--- config.mk ---
export PLATFORM = sky130hd
export DESIGN_NAME = button_debounce_press_counter_flat
export DESIGN_NICKNAME = d
export VERILOG_FILES = /design/src/rtl/bdpc_pkg.sv /design/src/rtl/bdpc_in_if.sv /design/src/rtl/bdpc_out_if.sv /design/src/rtl/bdpc_cfg_if.sv /design/src/rtl/bdpc_in_stage.sv /design/src/rtl/bdpc_debounce.sv /design/src/rtl/bdpc_tally.sv /design/src/rtl/button_debounce_press_counter.sv /design/src/flat_wrapper.sv
export VERILOG_INCLUDE_DIRS = /design/src /design/src/rtl
export SDC_FILE = /design/constraint.sdc
export NUM_CORES = 1
export LEC_CHECK = 0
export BUFFER_PORTS_ARGS = -buffer_cell sky130_fd_sc_hd__buf_4
export CAP_MARGIN = 30
export CORE_MARGIN = 5
export CORE_UTILIZATION = 55
export DETAILED_ROUTE_END_ITERATION = 10
export PLACE_DENSITY = 0.87
export SKIP_CTS_REPAIR_TIMING = 1
export SLEW_MARGIN = 20
export SYNTH_ARGS = -nofsm -noshare
export SYNTH_HDL_FRONTEND = slang
export SYNTH_SLANG_ARGS = --single-unit
--- constraint.sdc ---
create_clock -name clk -period 4 [get_ports clk]
set_input_delay 1.2 -clock clk [delete_from_list [all_inputs] [get_ports clk]]
set_output_delay 1.2 -clock clk [all_outputs]
set_load 0.01 [all_outputs]
--- src/rtl/button_debounce_press_counter_defines.svh ---
// Assertion macros for the button debouncer and press counter.
// Needs nothing else; included by the files that carry assertions.
`ifndef BUTTON_DEBOUNCE_PRESS_COUNTER_DEFINES_SVH
`define BUTTON_DEBOUNCE_PRESS_COUNTER_DEFINES_SVH

// Same-cycle implication, off during reset.
`define BDPC_ASSERT_IMPLY(label, clk, rst_n, ante, cons) \
    label: assert property (@(posedge clk) disable iff (!rst_n) (ante) |-> (cons)) \
        else $error("same-cycle implication failed");

// Next-cycle implication, off during reset.
`define BDPC_ASSERT_NEXT(label, clk, rst_n, ante, cons) \
    label: assert property (@(posedge clk) disable iff (!rst_n) (ante) |=> (cons)) \
        else $error("next-cycle implication failed");

`endif

--- src/rtl/bdpc_pkg.sv ---
// Package for the button debouncer and press counter.
// Constants, item codes and shared types; depends on nothing.
package bdpc_pkg;

    localparam int DEBOUNCE_SAMPLES = 3;
    localparam int COUNT_LIMIT      = 7;
    localparam int TALLY_MAX        = 7;

    localparam int RUN_W   = $clog2(DEBOUNCE_SAMPLES + 1);
    localparam int TALLY_W = 3;
    localparam int AMT_W   = 8;

    localparam logic [RUN_W-1:0] RUN_TARGET = RUN_W'(DEBOUNCE_SAMPLES);
    localparam logic [TALLY_W-1:0] TALLY_CAP =
        TALLY_W'((COUNT_LIMIT < TALLY_MAX) ? COUNT_LIMIT : TALLY_MAX);

    localparam logic KIND_TICK     = 1'b0;
    localparam logic KIND_DECREASE = 1'b1;

    typedef struct packed {
        logic             kind;
        logic             pin_level;
        logic [AMT_W-1:0] decrease_amount;
    } item_t;

    typedef struct packed {
        logic level;
        logic press;
    } deb_status_t;

endpackage

--- src/rtl/bdpc_in_if.sv ---
// Input item channel: valid/ready handshake with the command payload.
// Depends on bdpc_pkg.
interface bdpc_in_if;
    logic                       valid;
    logic                       ready;
    logic                       kind;
    logic                       pin_level;
    logic [bdpc_pkg::AMT_W-1:0] decrease_amount;

    modport source (output valid, kind, pin_level, decrease_amount, input ready);
    modport sink (input valid, kind, pin_level, decrease_amount, output ready);
endinterface

--- src/rtl/bdpc_out_if.sv ---
// Result item channel: valid/ready handshake with the debounced status.
// Depends on bdpc_pkg.
interface bdpc_out_if;
    logic                         valid;
    logic                         ready;
    logic                         debounced_pressed;
    logic [bdpc_pkg::TALLY_W-1:0] press_count;
    logic                         brightness_step;

    modport source (output valid, debounced_pressed, press_count, brightness_step,
                    input ready);
    modport sink (input valid, debounced_pressed, press_count, brightness_step,
                  output ready);
endinterface

--- src/rtl/bdpc_cfg_if.sv ---
// Configuration write channel carrying the count_mode register.
// Depends on nothing.
interface bdpc_cfg_if;
    logic valid;
    logic ready;
    logic count_mode;

    modport source (output valid, count_mode, input ready);
    modport sink (input valid, count_mode, output ready);
endinterface

--- src/rtl/bdpc_in_stage.sv ---
// Input register stage: captures one item and holds it while the result side stalls.
// Depends on bdpc_pkg and bdpc_in_if.
module bdpc_in_stage (
    input  logic              clk,
    input  logic              rst_n,
    bdpc_in_if.sink           cmd,
    input  logic              advance,
    output logic              item_valid,
    output bdpc_pkg::item_t   item
);
    logic            valid_reg;
    logic            valid_next;
    bdpc_pkg::item_t item_reg;
    logic            take;

    assign cmd.ready  = !valid_reg || advance;
    assign take       = cmd.valid && cmd.ready;
    assign valid_next = take ? 1'b1 : (advance ? 1'b0 : valid_reg);

    always_ff @(posedge clk or negedge rst_n)
    begin
        if (!rst_n)
        begin
            valid_reg <= 1'b0;
        end
        else
        begin
            valid_reg <= valid_next;
        end
    end

    always_ff @(posedge clk)
    begin
        if (take)
        begin
            item_reg.kind            <= cmd.kind;
            item_reg.pin_level       <= cmd.pin_level;
            item_reg.decrease_amount <= cmd.decrease_amount;
        end
    end

    assign item_valid = valid_reg;
    assign item       = item_reg;
endmodule

--- src/rtl/bdpc_debounce.sv ---
// Run counters and debounced level; flags a released-to-pressed change.
// Depends on bdpc_pkg.
module bdpc_debounce (
    input  logic                  clk,
    input  logic                  rst_n,
    input  logic                  fire,
    input  bdpc_pkg::item_t       item,
    output bdpc_pkg::deb_status_t status
);
    logic [bdpc_pkg::RUN_W-1:0] pressed_run_reg;
    logic [bdpc_pkg::RUN_W-1:0] pressed_run_next;
    logic [bdpc_pkg::RUN_W-1:0] released_run_reg;
    logic [bdpc_pkg::RUN_W-1:0] released_run_next;
    logic                       level_reg;
    logic                       level_next;
    logic                       press;
    logic                       tick;
    logic                       pressed;

    assign tick    = fire && (item.kind == bdpc_pkg::KIND_TICK);
    assign pressed = !item.pin_level;

    always_comb
    begin
        pressed_run_next  = pressed_run_reg;
        released_run_next = released_run_reg;
        level_next        = level_reg;
        press             = 1'b0;
        if (tick)
        begin
            if (pressed)
            begin
                released_run_next = '0;
                if (pressed_run_reg < bdpc_pkg::RUN_TARGET)
                begin
                    pressed_run_next = pressed_run_reg + bdpc_pkg::RUN_W'(1);
                    if (pressed_run_next == bdpc_pkg::RUN_TARGET)
                    begin
                        level_next = 1'b1;
                        press      = !level_reg;
                    end
                end
            end
            else
            begin
                pressed_run_next = '0;
                if (released_run_reg < bdpc_pkg::RUN_TARGET)
                begin
                    released_run_next = released_run_reg + bdpc_pkg::RUN_W'(1);
                    if (released_run_next == bdpc_pkg::RUN_TARGET)
                    begin
                        level_next = 1'b0;
                    end
                end
            end
        end
    end

    always_ff @(posedge clk or negedge rst_n)
    begin
        if (!rst_n)
        begin
            pressed_run_reg  <= '0;
            released_run_reg <= '0;
            level_reg        <= 1'b0;
        end
        else
        begin
            pressed_run_reg  <= pressed_run_next;
            released_run_reg <= released_run_next;
            level_reg        <= level_next;
        end
    end

    assign status.level = level_next;
    assign status.press = press;
endmodule

--- src/rtl/bdpc_tally.sv ---
// Saturating press tally with clamped decrease.
// Depends on bdpc_pkg.
module bdpc_tally (
    input  logic                         clk,
    input  logic                         rst_n,
    input  logic                         fire,
    input  logic                         count_mode,
    input  bdpc_pkg::item_t              item,
    input  bdpc_pkg::deb_status_t        status,
    output logic [bdpc_pkg::TALLY_W-1:0] tally,
    output logic                         step
);
    logic [bdpc_pkg::TALLY_W-1:0] tally_reg;
    logic [bdpc_pkg::TALLY_W-1:0] tally_next;
    logic                         shrink;

    assign shrink = fire && (item.kind == bdpc_pkg::KIND_DECREASE);

    always_comb
    begin
        tally_next = tally_reg;
        if (shrink)
        begin
            if (item.decrease_amount > bdpc_pkg::AMT_W'(tally_reg))
            begin
                tally_next = '0;
            end
            else
            begin
                tally_next = tally_reg - item.decrease_amount[bdpc_pkg::TALLY_W-1:0];
            end
        end
        else if (status.press && count_mode && (tally_reg < bdpc_pkg::TALLY_CAP))
        begin
            tally_next = tally_reg + bdpc_pkg::TALLY_W'(1);
        end
    end

    always_ff @(posedge clk or negedge rst_n)
    begin
        if (!rst_n)
        begin
            tally_reg <= '0;
        end
        else
        begin
            tally_reg <= tally_next;
        end
    end

    assign tally = tally_next;
    assign step  = status.press && !count_mode;
endmodule

--- src/rtl/button_debounce_press_counter.sv ---
// Push-button debouncer with press counter, top level.
// Depends on bdpc_pkg, the channel interfaces, bdpc_in_stage, bdpc_debounce,
// bdpc_tally and button_debounce_press_counter_defines.svh.
//
// Use: cmd takes one item per handshake, either a pin sample tick (kind 0)
// or a tally decrease (kind 1). Every item gives exactly one item on result:
// the debounced level, the press count and a one-result brightness step.
// cfg writes the count_mode bit and is always ready. The user must write count_mode
// only while idle; the block itself does not enforce this.
// Throughput: one item per cycle while result is not stalled, held by the input
// register feeding one level of counter logic into the result register.
// A stalled result keeps its item; cmd keeps accepting until the input
// register is also full, then ready drops until result is taken.
// Reset clears both run counters, the debounced level (released), the
// press count and count_mode, and empties both registers.
`include "button_debounce_press_counter_defines.svh"

module button_debounce_press_counter (
    input  logic      clk,
    input  logic      rst_n,
    bdpc_in_if.sink   cmd,
    bdpc_out_if.source result,
    bdpc_cfg_if.sink  cfg
);
    logic                         count_mode_reg;
    logic                         advance;
    logic                         item_valid;
    logic                         fire;
    bdpc_pkg::item_t              item;
    bdpc_pkg::deb_status_t        status;
    logic [bdpc_pkg::TALLY_W-1:0] tally;
    logic                         step;
    logic                         res_valid_reg;
    logic                         level_reg;
    logic [bdpc_pkg::TALLY_W-1:0] count_reg;
    logic                         step_reg;

    assign cfg.ready = 1'b1;
    assign advance   = !res_valid_reg || result.ready;
    assign fire      = advance && item_valid;

    always_ff @(posedge clk or negedge rst_n)
    begin
        if (!rst_n)
        begin
            count_mode_reg <= 1'b0;
        end
        else if (cfg.valid && cfg.ready)
        begin
            count_mode_reg <= cfg.count_mode;
        end
    end

    bdpc_in_stage u_in_stage (
        .clk        (clk),
        .rst_n      (rst_n),
        .cmd        (cmd),
        .advance    (advance),
        .item_valid (item_valid),
        .item       (item)
    );

    bdpc_debounce u_debounce (
        .clk    (clk),
        .rst_n  (rst_n),
        .fire   (fire),
        .item   (item),
        .status (status)
    );

    bdpc_tally u_tally (
        .clk        (clk),
        .rst_n      (rst_n),
        .fire       (fire),
        .count_mode (count_mode_reg),
        .item       (item),
        .status     (status),
        .tally      (tally),
        .step       (step)
    );

    always_ff @(posedge clk or negedge rst_n)
    begin
        if (!rst_n)
        begin
            res_valid_reg <= 1'b0;
        end
        else if (advance)
        begin
            res_valid_reg <= item_valid;
        end
    end

    always_ff @(posedge clk)
    begin
        if (advance)
        begin
            level_reg <= status.level;
            count_reg <= tally;
            step_reg  <= step;
        end
    end

    assign result.valid             = res_valid_reg;
    assign result.debounced_pressed = level_reg;
    assign result.press_count       = count_reg;
    assign result.brightness_step   = step_reg;

    `BDPC_ASSERT_IMPLY(a_step_means_pressed, clk, rst_n,
        result.valid && result.brightness_step, result.debounced_pressed)
    `BDPC_ASSERT_IMPLY(a_count_capped, clk, rst_n,
        result.valid, result.press_count <= bdpc_pkg::TALLY_CAP)
    `BDPC_ASSERT_NEXT(a_held_item_kept, clk, rst_n,
        item_valid && !advance, item_valid && $stable(item))
endmodule
--- src/flat_wrapper.sv ---
// flat-port wrapper written by rule: the top's interface ports become plain ports
module button_debounce_press_counter_flat 
  (clk, rst_n, cmd_valid, cmd_kind, cmd_pin_level, cmd_decrease_amount, cmd_ready, result_valid, result_debounced_pressed, result_press_count, result_brightness_step, result_ready, cfg_valid, cfg_count_mode, cfg_ready);
  bdpc_in_if cmd_i ();
  bdpc_out_if result_i ();
  bdpc_cfg_if cfg_i ();
  input  logic clk;
  input  logic rst_n;
  input wire logic [$bits(cmd_i.valid)-1:0] cmd_valid;
  input wire logic [$bits(cmd_i.kind)-1:0] cmd_kind;
  input wire logic [$bits(cmd_i.pin_level)-1:0] cmd_pin_level;
  input wire logic [$bits(cmd_i.decrease_amount)-1:0] cmd_decrease_amount;
  output wire logic [$bits(cmd_i.ready)-1:0] cmd_ready;
  output wire logic [$bits(result_i.valid)-1:0] result_valid;
  output wire logic [$bits(result_i.debounced_pressed)-1:0] result_debounced_pressed;
  output wire logic [$bits(result_i.press_count)-1:0] result_press_count;
  output wire logic [$bits(result_i.brightness_step)-1:0] result_brightness_step;
  input wire logic [$bits(result_i.ready)-1:0] result_ready;
  input wire logic [$bits(cfg_i.valid)-1:0] cfg_valid;
  input wire logic [$bits(cfg_i.count_mode)-1:0] cfg_count_mode;
  output wire logic [$bits(cfg_i.ready)-1:0] cfg_ready;
  assign cmd_i.valid = cmd_valid;
  assign cmd_i.kind = cmd_kind;
  assign cmd_i.pin_level = cmd_pin_level;
  assign cmd_i.decrease_amount = cmd_decrease_amount;
  assign cmd_ready = cmd_i.ready;
  assign result_valid = result_i.valid;
  assign result_debounced_pressed = result_i.debounced_pressed;
  assign result_press_count = result_i.press_count;
  assign result_brightness_step = result_i.brightness_step;
  assign result_i.ready = result_ready;
  assign cfg_i.valid = cfg_valid;
  assign cfg_i.count_mode = cfg_count_mode;
  assign cfg_ready = cfg_i.ready;
  button_debounce_press_counter u_core (.clk(clk), .rst_n(rst_n), .cmd(cmd_i), .result(result_i), .cfg(cfg_i));
endmodule
==> results of run 1 <==
-- worst max-delay path, delay by kind of cell --
| kind | cells | cell delay, ns |
|---|---|---|
| and+or+nand+nor | 2 | 0.24 |
| buffers and inverters | 2 | 0.28 |
-- layout make-up --
type,instances,area (µm²),area share
Clock buffer,3,22.5,0.0153
Clock inverter,1,3.75,0.00255
Sequential cell,26,726,0.493
Multi-Input combinational cell,59,474,0.322
Timing Repair Buffer,22,165,0.112
Tap cell,28,35.0,0.0238
Inverter,12,45.0,0.0306
-- synth_stat cells (2+ instances only) --
cell      count
edfxtp_1     15
dfrtp_1      11
inv_1        11
ha_1          9
nand2_1       5
nor2_1        4
o211ai_1      4
nand2b_1      3
nand3_1       3
nand4_1       3
a211o_1       2
a21oi_1       2
nor4_1        2
o21ai_0       2
o221ai_1      2
-- report_power, final --
group / internal, mW / switching (mW) / total, mW
Combinational: 0.0642 / 0.0679 / 0.132
Clock: 0.0364 / 0.0690 / 0.105
Sequential: 0.326 / 0.0288 / 0.354
Total: 0.426 / 0.166 / 0.592
-- metal layers --
layer | global-route usage | vias up | share of wire
met5 | 0 | - | 0
met2 | 0.231 | 35 | 0.52
met1 | 0.151 | 379 | 0.39
li1 | - | 410 | -
met3 | 0.0334 | 6 | 0.076
met4 | 0.0861 | 0 | 0.017
-- metrics by stage --
step | total power, mW | hold WS [ns] | area [µm²]
CTS | 0.597 | 0.582 | 1470
global placement | 0.481 | 0.507 | 1450
finish | 0.592 | 0.578 | 1470
floorplan | 0.442 | 0.478 | 1250
detailed placement | 0.492 | 0.552 | 1450
global route | 0.632 | 0.605 | 1470
-- worst max-delay path by stage --
stage / startpoint / to / slack, ns / cells after the start
after floorplan: result_ready / cmd_ready / 1.36 / 2
after global routing: result_ready / cmd_ready / 1.03 / 4
after detailed placement: result_ready / cmd_ready / 1.08 / 4
final: result_ready / cmd_ready / 1.08 / 4
after global placement: result_ready / cmd_ready / 1.09 / 4
after CTS: result_ready / cmd_ready / 1.07 / 4
-- kinds of logic after synthesis --
group | Yosys count
flip-flops | 26
other | 1
AO/OA/AOI/OAI | 18
multiplexers | 1
XOR/XNOR | 1
buffers and inverters | 13
adder cells (fa/ha/maj) | 10
AND/OR/NAND/NOR | 28
==> metrics.md, run 1 <==
| Metric | Value |
|---|---|
| Largest net degree at the start of global routing | 15 |
| Worst path arrival time | 1.72 ns |
| Final wirelength | 1990 µm |
| Post-synthesis adder-cell area fraction | 0.106 |
| FF+latch count, synth | 26 |
| Final setup violation count | 0 |
| Vias in the first global route | 836 |
| Via Count | 830 |
| Hold path start | u_core.u_debounce.pressed_run_reg[1] |
| Worst setup margin | 1.08 ns |
| Endpoint, Worst Hold | u_core.u_debounce.pressed_run_reg[1] |
| Sequential-to-total area share from yosys stat | 0.579 |
| CP cell instances | buf_4 -> nor2b_4 -> nand2_1 -> buf_4 |
| Reg-to-Reg End | u_core.result.press_count[0] |
| Area Overhead vs Synth | 17.5% |
| Post-place setup slack | 1.08 ns |
| Period utilization | 0.730 |
| Chip Height | 57.7 µm |
| Pwr per Cell Area | 402 nW/µm² |
| H-tree Lvls | 1 |
| EDFF count, synth | 15 |
| HP Class | flip-flop to flip-flop |
| Achievable clock frequency | 0.342 GHz |
| Dominant synthesized flop cell | edfxtp_1 |
| Unrepaired setup endpoints after global routing | no |
| Global route overflow | 0 |
| Commonest non-fill, non-tap cell in the layout | buf_4 |
| Worst path required time | 2.80 ns |
| Port-buffer cells | 22 |
| Cell repeated most along the worst path | buf_4 |
| Initial antenna violation count | 0 |
| Reg2reg start | u_core.u_tally.tally_reg[1] |
| Largest fanout on the critical path | 4 |
| Layout Skew | 0.00419 ns |
| Clock Latency Late Sink | 0.31 ns |
| Min Tclk post-route | 2.92 ns |
| Worst Reg2Reg Path Length in Cells | 5 |
| XOR/XNOR share of the synthesized area | 0.00699 |
| Die area | 3330 µm² |
| DR WL/cell | 13.2 µm |
| Simple-Gate Fraction of Synth Area | 0.149 |
| Syn nets | 124 |
| # rows | 17 |
| Gr usage total | 0.136 |
| Crit. End Element | output port |
| Filler cells | 155 |
| Fin. Hold Viols | 0 |
| CTS Buf Count | 3 |
| Routed Antenna Nets | 0 |
| Max VDD drop | 0.000257 V |
| Clock sinks | 26 |
| Most frequent cells in the layout | buf_4 (22), edfxtp_1 (15), inv_1 (11), dfrtp_1 (11), ha_1 (9) |
| Final-report max-slew violation count | 0 |
| Final core utilization | 0.672 |
| Post-DP HPWL | 1610 µm |
| Ant diodes | 0 |
| CP max-delay cell | buf_4 |
| Max reg flops | 10 |
| Syn avg cell area | 12.8 µm² |
| Setup CP Type | input port to output port |
| Run status | finished clean |
| Mapped Area | 1250 µm² |
| Die extent in x | 57.7 µm |
| P_leak | 0.640 nW |
| Clock tree buffer depth | 2 |
| Post-layout instance count excluding filler cells | 151 |
| Compound-Gate Fraction of Synth Area | 0.105 |
| Largest family of logic cells by synthesized area | simple AND/OR/NAND/NOR gates |
| CP startpoint kind | input port |
| First-pass GRT wire length | 3470 µm |
| Synth top area share | 0.360 |
| Synth async-reset ratio | 0.423 |
| Synth warn | 0 |
| Multiplexer share of the synthesized area | 0.00899 |
| Area leader, netlist | edfxtp_1 |
| Synth cell types | 35 |
| Initial DRT Pass Iterations | 4 |
| Top cells by area, synth | edfxtp_1 (36%), dfrtp_1 (22%), ha_1 (9.0%) |
| Initial DRC count | 10 |
| Drt drc | 0 |
| Clk slew on worst S/H paths | 0.12 ns |
| Final #Nets | 150 |
| Syn Inst Count | 98 |
| Gpl congestion | 0.811 |
| Num ports | 24 |
| TritonCTS clock tree | yes |
| Share of layout cells above drive strength 1 | 0.252 |
| Critical path's largest stage delay | 0.16 ns |
| Setup TNS | 0 ns |
| Clock Tree Root | clkbuf_4 |
| Reg2Reg Setup Slack | 2.12 ns |
| Core area | 2190 µm² |
| Hold Path Stages | 2 |
| Detailed-route vias per instance | 5.50 |
| Dpl cells | 147 |
| MaxCap Viol Count | 0 |
| Initial Utilization | 0.572 |
(Power assumes the default switching activity.)
==> run 2, diff against run 1 <==
- ABC_AREA: unset -> 1
- CORE_UTILIZATION: 55 -> 48
- PLACE_DENSITY: 0.87 -> 0.81
- clock period: 4 -> 2.5 ns (I/O delays scaled with it)
==> run 2 against run 1 <==
  * Clock power rose by 66%
  * Synthesized area rose by 2.4%
  * First-iteration DRC count rose by 60%
  * Via count rose by 4.8%
  * Utilization fell by 7.5 points
  * Largest cell class unchanged
  * Critical endpoint unchanged
  * Critical path depth did not move
  * Sequential cell count did not move
==> metrics.md, run 2 <==
| Metric | Value |
|---|---|
| Worst path required time | 1.75 ns (-1.05 ns) |
| Setup TNS | 0 ns (unchanged) |
| Dpl cells | 173 (+18%) |
| HP Class | input port to async pin |
| CP startpoint kind | input port |
| Initial DRT Pass Iterations | 4 (unchanged) |
| Period utilization | 0.787 |
| Largest net degree at the start of global routing | 15 (unchanged) |
| Power, Total | 1.01 mW (+70%) |
| Unrepaired setup endpoints after global routing | no |
| Initial antenna violation count | 0 (unchanged) |
| P_leak | 0.747 nW (+17%) |
| Num ports | 24 (unchanged) |
| Crit. End Element | output port |
| Largest fanout on the critical path | 3 (-1) |
| Mapped Area | 1280 µm² (+2.4%) |
| Share of layout cells above drive strength 1 | 0.224 (-0.0275) |
| Final wirelength | 2080 µm (+4.1%) |
| Clock Latency Late Sink | 0.31 ns (about the same) |
| Commonest non-fill, non-tap cell in the layout | inv_1 |
| Global route overflow | 0 (unchanged) |
| Clock Tree Root | clkbuf_4 |
| Final-report max-slew violation count | 0 (unchanged) |
| Area leader, netlist | edfxtp_1 |
| Core area | 2520 µm² (+15%) |
| Min Tclk post-route | 1.97 ns |
| First-pass GRT wire length | 3600 µm (+3.8%) |
| Most frequent cells in the layout | inv_1 (26), buf_4 (22), nand2_1 (20) |
| Achievable clock frequency | 0.508 GHz |
| Synth cell count leaders | inv_1 (26), nand2_1 (20), edfxtp_1 (15) |
| Port-buffer cells | 22 (unchanged) |
| Routed Antenna Nets | 0 (unchanged) |
| H-tree Lvls | 1 (unchanged) |
| Gr usage total | 0.127 (-0.00836) |
| Clk slew on worst S/H paths | 0.13 ns (about the same) |
| CTS Buf Count | 3 (unchanged) |
| Sequential-to-total area share from yosys stat | 0.566 (-0.0136) |
| TritonCTS clock tree | yes |
| Syn Inst Count | 122 (+24%) |
| Max reg flops | 10 (unchanged) |
| M3 GR Usage | 0.0351 (+0.00172) |
| Synth warn | 0 (unchanged) |
| Initial DRC count | 16 (+6) |
| Synth async-reset ratio | 0.423 (unchanged) |
| Worst path arrival time | 1.22 ns (-0.50 ns) |
| Syn nets | 148 (+19%) |
| Finished Cell Area | 1500 µm² (+2.2%) |
| Dominant synthesized flop cell | edfxtp_1 |
| Placed cell areas | 1480 µm² (+2.3%) |
| M1 GR Usage | 0.146 (-0.00518) |
| Via Count | 870 (+4.8%) |
| Final setup violation count | 0 (unchanged) |
| Ant diodes | 0 (unchanged) |
| Max VDD drop | 0.000499 V (+95%) |
| Most numerous cell in the Yosys netlist | inv_1 |
| Die extent in x | 61.7 µm (+6.9%) |
| Final #Nets | 174 (+16%) |
| FF+latch count, synth | 26 (unchanged) |
| Run status | finished clean |
| Layout Skew | 0.00211 ns (-0.00207 ns) |
| EDFF count, synth | 15 (unchanged) |
| Detailed-route vias per instance | 4.92 (-11%) |
| Gpl congestion | 0.824 (+1.6%) |
| Synth cell types | 24 (-31%) |
| Post-layout instance count excluding filler cells | 177 (+17%) |
| Clock sinks | 26 (unchanged) |
| Pwr per Cell Area | 671 nW/µm² (+67%) |
| Syn avg cell area | 10.5 µm² (-18%) |
| Synth top area share | 0.351 (-0.00842) |
| Initial Utilization | 0.508 (-0.0632) |
| Setup CP Type | input port to output port |
| MaxCap Viol Count | 0 (unchanged) |
| Top cells by area, synth | edfxtp_1 (35%), dfrtp_1 (21%), ha_1 (8.8%) |
| Clock tree buffer depth | 2 (unchanged) |
| # rows | 18 (+1) |
| Fin. Hold Viols | 0 (unchanged) |
| Post-DP HPWL | 1690 µm (+5.1%) |
| Die area | 3810 µm² (+14%) |
| Chip Height | 61.7 µm (+6.9%) |
| DR WL/cell | 11.7 µm (-11%) |
| Drt drc | 0 (unchanged) |
| Met2 Track Usage GR | 0.238 (+0.00702) |
| Vias in the first global route | 873 (+4.4%) |
| Area Overhead vs Synth | 17.3% |
| Busiest layer in global routing | met2 |
[run 2: cell count changes after synthesis, moves of 3 or more]
cell,delta
nand2_1,+15
inv_1,+15
nand2b_1,-3
nand3_1,+11
o211ai_1,-4
[run 2: cells by family (layout without fill, tap and decap cells)]
family,Yosys count,count (layout),share of synthesized area
compound gates,9,9,0.0449
xor+xnor,2,2,0.0137
fa+ha+maj,10,10,0.103
buf+inv,27,52,0.0820
flops,26,26,0.566
mux,1,1,0.00878
other cells,1,1,0.00292
simple gates,46,46,0.179
[run 2: report_power, final]
group	internal, mW	switching, mW	total (mW)
Combinational	0.112	0.135	0.247
Sequential	0.536	0.0517	0.588
Clock	0.0584	0.116	0.174
Total	0.706	0.303	1.01
[run 2: critical path: stages]
cell,delay [ns]
buf_4,0.11
inv_1,0.08
nand3_1,0.11
buf_4,0.17
[run 2: path summary, 6_finish.rpt]
check | from | end | slack [ns] | cells after the start
max in group asynchronous | rst_n | u_core.u_tally.tally_reg[2] | 2.11 | 1
worst max register to register | u_core.u_tally.tally_reg[0] | u_core.result.press_count[2] | 0.81 | 7
worst max-delay path | result_ready | cmd_ready | 0.53 | 4
worst min register to register | u_core.count_mode_reg | u_core.count_mode_reg | 0.56 | 1
min in group clk | u_core.count_mode_reg | u_core.count_mode_reg | 0.56 | 1
worst min-delay path | rst_n | u_core.u_debounce.released_run_reg[0] | 0.24 | 1
[run 2: layout make-up]
cell class | instances | area, µm²
multi-input cells | 69 | 452
inverters | 26 | 97.6
repair buffers | 22 | 165
well taps | 30 | 37.5
flip-flops and latches | 26 | 726
clock buffers | 3 | 22.5
fillers | 214 | 1020
clock inverters | 1 | 3.75
[run 2: per-layer routing]
layer	part of all wire	up-vias
met1	0.41	405
met3	0.061	2
li1	-	439
met4	0.0063	0
met2	0.52	24
met5	0	-
[run 2: metrics by stage]
stage / util / hold slack (ns) / setup WS, ns
after CTS: 0.596 / 0.243 / 0.527
after detailed placement: 0.586 / 0.529 / 0.529
after floorplan: - / 0.454 / 0.799
after global routing: 0.596 / 0.231 / 0.470
after global placement: 0.586 / 0.521 / 0.538
final: 0.596 / 0.243 / 0.532
